`src/dkt_pkg.sv`:
```
// Shared types and constants for the difference-of-Gaussians tap pipeline.
package dkt_pkg;

  localparam logic [2:0] REG_CENTER_WEIGHT   = 3'd0;
  localparam logic [2:0] REG_CENTER_RATE     = 3'd1;
  localparam logic [2:0] REG_SURROUND_WEIGHT = 3'd2;
  localparam logic [2:0] REG_SURROUND_RATE   = 3'd3;
  localparam logic [2:0] REG_OFF_CENTER      = 3'd4;

  localparam logic [15:0] RST_CENTER_WEIGHT   = 16'd4096;
  localparam logic [15:0] RST_CENTER_RATE     = 16'd25600;
  localparam logic [15:0] RST_SURROUND_WEIGHT = 16'd1229;
  localparam logic [15:0] RST_SURROUND_RATE   = 16'd5120;

  localparam logic [16:0] LOG2E_Q16 = 17'd94548;
  localparam logic [31:0] LN2_Q32   = 32'd2977044472;
  localparam logic [32:0] Q32_ONE   = 33'h1_0000_0000;

  localparam int TAB_DEPTH = 12;
  localparam logic [31:0] POW2_NEG_TAB [0:TAB_DEPTH-1] = '{
    32'd3037000500, 32'd3611622603, 32'd3938502376, 32'd4112874773,
    32'd4202935003, 32'd4248701965, 32'd4271771996, 32'd4283353945,
    32'd4289156690, 32'd4292061010, 32'd4293513907, 32'd4294240540
  };

  typedef struct packed {
    logic signed [15:0] center_weight;
    logic [15:0]        center_rate;
    logic signed [15:0] surround_weight;
    logic [15:0]        surround_rate;
    logic               off_center;
  } cfg_t;

endpackage

```
`src/dkt_mix.sv`:
```
// Weighted difference of the two Gaussians, rounding, polarity and saturation.
module dkt_mix (
  input  logic               clk,
  input  logic               rst_n,
  input  logic               in_valid,
  input  logic [32:0]        ec,
  input  logic [32:0]        es,
  input  dkt_pkg::cfg_t      cfg,
  output logic               out_valid,
  output logic signed [15:0] tap
);

  logic               vp_r, vd_r, vq_r;
  logic signed [49:0] pc_r, ps_r, d_r;
  logic signed [15:0] tap_r;

  logic signed [49:0] pc_nxt, ps_nxt;
  logic signed [18:0] q, qn;
  logic signed [15:0] tap_nxt;

  always_comb begin
    pc_nxt = 50'(cfg.center_weight) * 50'($signed({1'b0, ec}));
    ps_nxt = 50'(cfg.surround_weight) * 50'($signed({1'b0, es}));
    q      = $signed({d_r[49], d_r[49:32]}) + $signed({18'd0, d_r[31]});
    qn     = cfg.off_center ? -q : q;
    if (qn > 19'sd32767) begin
      tap_nxt = 16'sh7FFF;
    end else if (qn < -19'sd32768) begin
      tap_nxt = 16'sh8000;
    end else begin
      tap_nxt = qn[15:0];
    end
  end

  always_ff @(posedge clk) begin
    if (!rst_n) begin
      vp_r <= 1'b0;
      vd_r <= 1'b0;
      vq_r <= 1'b0;
    end else begin
      vp_r <= in_valid;
      vd_r <= vp_r;
      vq_r <= vd_r;
    end
  end

  always_ff @(posedge clk) begin
    pc_r  <= pc_nxt;
    ps_r  <= ps_nxt;
    d_r   <= pc_r - ps_r;
    tap_r <= tap_nxt;
  end

  assign out_valid = vq_r;
  assign tap       = tap_r;

endmodule

```
`config.mk`:
```
export PLATFORM = sky130hd
export DESIGN_NAME = dkt_mix
export DESIGN_NICKNAME = d
export VERILOG_FILES = /design/src/dkt_pkg.sv /design/src/dkt_mix.sv
export SDC_FILE = /design/constraint.sdc
export NUM_CORES = 2
export LEC_CHECK = 0
export ABC_AREA = 1
export ABC_CLOCK_PERIOD_IN_PS = 7600
export BUFFER_PORTS_ARGS = -buffer_cell sky130_fd_sc_hd__buf_2
export CORE_MARGIN = 5
export CORE_UTILIZATION = 35
export CTS_BUF_LIST = sky130_fd_sc_hd__clkbuf_16
export CTS_CLUSTER_SIZE = 40
export DETAILED_ROUTE_END_ITERATION = 16
export PLACE_DENSITY_LB_ADDON = 0.25
export REMOVE_ABC_BUFFERS = 1
export SLEW_MARGIN = 20
export SYNTH_ARGS = -nofsm -noshare
export SYNTH_HDL_FRONTEND = slang
export SYNTH_SLANG_ARGS = --single-unit
```
`constraint.sdc`:
```
create_clock -name clk -period 7.6 [get_ports clk]
set_input_delay 0.38 -clock clk [delete_from_list [all_inputs] [get_ports clk]]
set_output_delay 0.38 -clock clk [all_outputs]
set_load 0.02 [all_outputs]
```
# ---- Word-level counts from Yosys, hierarchy flattened
# Cells that the tools add are included.
dict set report totals {
  regBits 169
  output_inout_bits 17
  elab_cells 16
  inputBits 134
}
dict set report op_classes {
  mux 2
  magnitude_cmp 2
  mul 2
  addsub 3
}
# cell count
set op_table {}
lappend op_table {{16-bit by 34-bit multiplier with 50-bit output} 2}
lappend op_table {{50-bit subtractor} 1}
lappend op_table {{18-bit by 2-bit adder with 19-bit output} 1}
lappend op_table {{19-bit by 16-bit > comparator with 1-bit output, second input constant} 1}
lappend op_table {{19-bit by 16-bit less-than comparator with 1-bit output, second input constant} 1}
lappend op_table {{19-bit two-way mux} 1}
lappend op_table {{19-bit negator} 1}
lappend op_table {{16-bit two-way mux} 1}

# ---- Depth between registers and ports, before layout
dict set report depth {
  word_depth 5
  ltp_mapped 28
  mapped_depth_nobuf 26
}

# ---- Worst setup path after synthesis
# No wires, ideal clock.
dict set report synth_timing {
  path_type {input to register}
  from {in ec[22]}
  to {reg pc_r[49]}
  required_ps 7487
  t_arrival_ps 5596
  path_stages 26
  setup_slack_ps 1891
  setup_ps 113
  path_buffers 2
  cell_sequence {clkbuf_1 clkbuf_1 nand2_1 fa_1 fa_1 fa_1 inv_1 fa_1 fa_1 inv_1 fa_1 inv_1 ha_1 nand2_1 nor2_1 inv_1 nor2_1 nand3_1 o211ai_1 nand2_1 nand2_1 inv_1 o21ai_0 nand2_1 inv_1 nor2_1}
}
dict set report synth_between {
  elab_chain_cells 1
}
# element line_no
set synth_lines {}
lappend synth_lines {{start, declared} dkt_mix.sv:6} ;# input logic [32:0] ec,
lappend synth_lines {{16-bit by 34-bit multiplier with 50-bit output} dkt_mix.sv:22} ;# pc_nxt = 50'(cfg.center_weight) * 50'($signed({1'b0, ec}));
lappend synth_lines {{named net pc_nxt[49]} dkt_mix.sv:17} ;# logic signed [49:0] pc_nxt, ps_nxt;
lappend synth_lines {{end signal, assigned} dkt_mix.sv:48} ;# pc_r <= pc_nxt;
lappend synth_lines {{end, declared} dkt_mix.sv:14} ;# logic signed [49:0] pc_r, ps_r, d_r;
# The timed path passes the listed nets, and every way through them passes these cells.
# A chain may end at the register's enable or synchronous reset.

# ---- Final worst setup path
dict set report layout_timing {
  from {in cfg[58] (netlist name)}
  to {reg pc_r[34]}
}
dict set report layout_between {
  elab_chain_cells 1
}
# element line_no
set layout_lines {}
lappend layout_lines {{start, declared} dkt_mix.sv:8} ;# input dkt_pkg::cfg_t cfg,
lappend layout_lines {{16-bit by 34-bit multiplier with 50-bit output} dkt_mix.sv:22}
lappend layout_lines {{named net pc_nxt[34]} dkt_mix.sv:17}
# The timed path passes the listed nets, and every way through them passes these cells.

==> results.toml <==
[run_status]
status = "completed"

[logic_synthesis]
yosys.cell_types.count = 48
yosysSeqAreaShare_pct = 6.40
synth_area_sq_mm = 0.0432
synth_edf_count = 0
synth.ff_latch_count = 138
muxShareOfSynthArea_pct = 0
synth_area_per_cell_sq_um = 7.49
synth_flop_cell = "dfxtp_1"
synthArstFlopShare_pct = 0
synthTopCellsByArea = "fa_1 40%, inv_1 15%, nand2_1 12%"
synth-simple-area-share_pct = 17.1
synth_compound_area_share_pct = 5.81
yosys.area.top_type_share_pct = 40.0
synth_top_area_cell = "fa_1"
synth_top_family_by_area = "adder cells"
yosys.area_share.xor_xnor_pct = 2.60
yosys_warnings = 0
synthAdderAreaFrac_pct = 50.6
synthCells = 5766

[setup_path]
cpPeakStageDelay_ns = 0.54
cp.arrival_ns = 6.82
startpoint_type = "input port"
crit_path_end_kind = "flop"
crit_chain = "buf_2, buf_4, nand2_1, fa_1, inv_1, fa_1, inv_1, fa_1, inv_1, fa_1, fa_1, inv_1, fa_1, inv_1, ha_1, nand2_1, nor2_1, inv_1, nor3_1, a21oi_1, o21ai_0, nand2_1, nand2_1, xor2_1"
cp.required_ns = 7.96
crit_fanout = 23
crit_type = "input port to flop"
cpMaxStageDelayCell = "fa_1"

[finish]
layout_common_cells = "1,757 x inv_1, 1,328 x nand2_1, 864 x fa_1"
drive_above_1_share_pct = 4.63
syn2layout_area_growth_pct = 5.72
final_common_cell = "inv_1"
fin_nets = 7046
fillers = 12900

[cts]
cts-resized-gates = 0
cts-root-buf = "clkbuf_16"
cts.path.max_buffers = 2
cts_buffers = 17
clkLatencyLatePin_ns = 0.43
clk_pin_slew_ns = 0.06
htree_levels = 4
cts_sinks = 138
cts_setup_buffers = 0
cts_tree = "built"
hold_buffers = 0

[global_route]
grt_pass1_vias = 36100
grt_max_degree = 35
grt_pass1_wl_um = 193000
grt_util_all_layers_pct = 18.3
grt_antenna_before_repair = 2
grt_overflow = 0

[floorplanning]
fp.coreArea_sq_mm = 0.122
ios = 151
die_x_um = 361
initial_core_util_pct = 35.3
dieArea_sq_mm = 0.131
rows = 128
die_h_um = 361

[timing]
rsz0062_at_grt = "false"
max_freq_ghz = 0.155
fin_crit_sh_pct = 84.9
setup_violations = 0
fin_skew_ns = 0.00841
tightest_slew_ns = 0.979
finalSetupTns_ns = 0
period_needed_ns = 6.45
slew_violations = 0
max-slew-margin-rel_pct = 34.7
final-hold-violation-count = 0

[flow_run]
drv_cap = 0

[route]
dr_total_vias = 34100
viasPerCell = 4.66
dr.pass1.iters = 5
wl_um = 118000
antenna_left = 0
wl_per_cell_um = 16.1
drc = 0
drt_iter0_markers = 2077

[place]
dp_hpwl_um = 96000
gp_congestion = 0.915
io_buffers = 118

[min_path]
holdCritPathClass = "input port to flop"
-- Yosys cell counts, drive strengths merged, types with 8 or more instances --
| master | n |
|---|---|
| a21boi | 8 |
| o21a | 14 |
| nor3 | 20 |
| fa | 864 |
| clkbuf | 237 |
| a21o | 19 |
| ha | 363 |
| xor2 | 77 |
| o21ai | 125 |
| o211ai | 8 |
| nand4 | 20 |
| a21oi | 212 |
| nor4 | 14 |
| or2 | 19 |
| inv | 1758 |
| dfxtp | 138 |
| nand3 | 73 |
| xnor2 | 51 |
| nor2 | 294 |
| buf | 8 |
| nand2 | 1374 |
| a31oi | 32 |
| o21bai | 15 |
-- state kept, by name (all words and copies together), names as in the netlist --
signal / flops
pc_r: 50
ps_r: 50
d_r: 19
tap: 16
out_valid: 1
vd_r: 1
vp_r: 1
-- path summary, 6_finish.rpt --
| kind | from | end | slack (ns) | depth (start not counted) |
|---|---|---|---|---|
| max reg2reg | ps_r[37] | d_r[46] | 4.65 | 10 |
| min reg2reg | vd_r | out_valid | 0.41 | 2 |
| min | in_valid | vp_r | 0.13 | 3 |
| max | cfg[58] | pc_r[34] | 1.15 | 24 |
-- metal layers --
metal | part of all wire [%] | GRT usage, % | wire, um | up-vias
li1 | - | - | - | 16300
met2 | 48 | 31.0 | 56100 | 809
met5 | 0 | 0 | 0 | -
met3 | 5.2 | 2.32 | 6180 | 143
met1 | 45 | 25.4 | 53400 | 16900
met4 | 1.8 | 3.46 | 2150 | 0
-- cell families after synthesis --
logic type      count (synthesis)
fa+ha+maj                    1227
flops                         138
simple gates                 1820
buf+inv                      2004
xor+xnor                      128
compound gates                449
-- through the flow --
stage	hold WS (ns)	util, %	cell area (sq um)	worst slack (ns)	instances
floorplan	0.390	-	42200	2.09	5521
global placement	0.397	36.9	45100	0.823	7291
detailed placement	0.405	36.9	45100	0.860	7291
CTS	0.111	37.4	45700	1.30	7323
global route	0.122	37.4	45700	0.755	7323
finish	0.132	37.4	45700	1.15	7324
-- area by class of cell --
cell class / count / area [sq um] / area share, %
antenna: 1 / 2.50 / 0.00548
clock buffer: 17 / 425 / 0.932
clock inverter: 15 / 175 / 0.384
inverter: 1759 / 6600 / 14.5
multi-input combinational: 3624 / 32900 / 72.0
sequential: 138 / 2760 / 6.05
tap: 1625 / 2030 / 4.45
timing repair buffer: 145 / 793 / 1.74
-- critical path, delay by kind of cell --
family / cells / cell delay, ns
simple gates: 6 / 1.04
fa+ha+maj: 7 / 3.37
compound gates: 2 / 0.64
xor+xnor: 1 / 0.15
buf+inv: 8 / 1.22
Power is left out: the tool's default activity adds up to more than one toggle a clock period on the data nets, which glitch-free logic cannot reach.
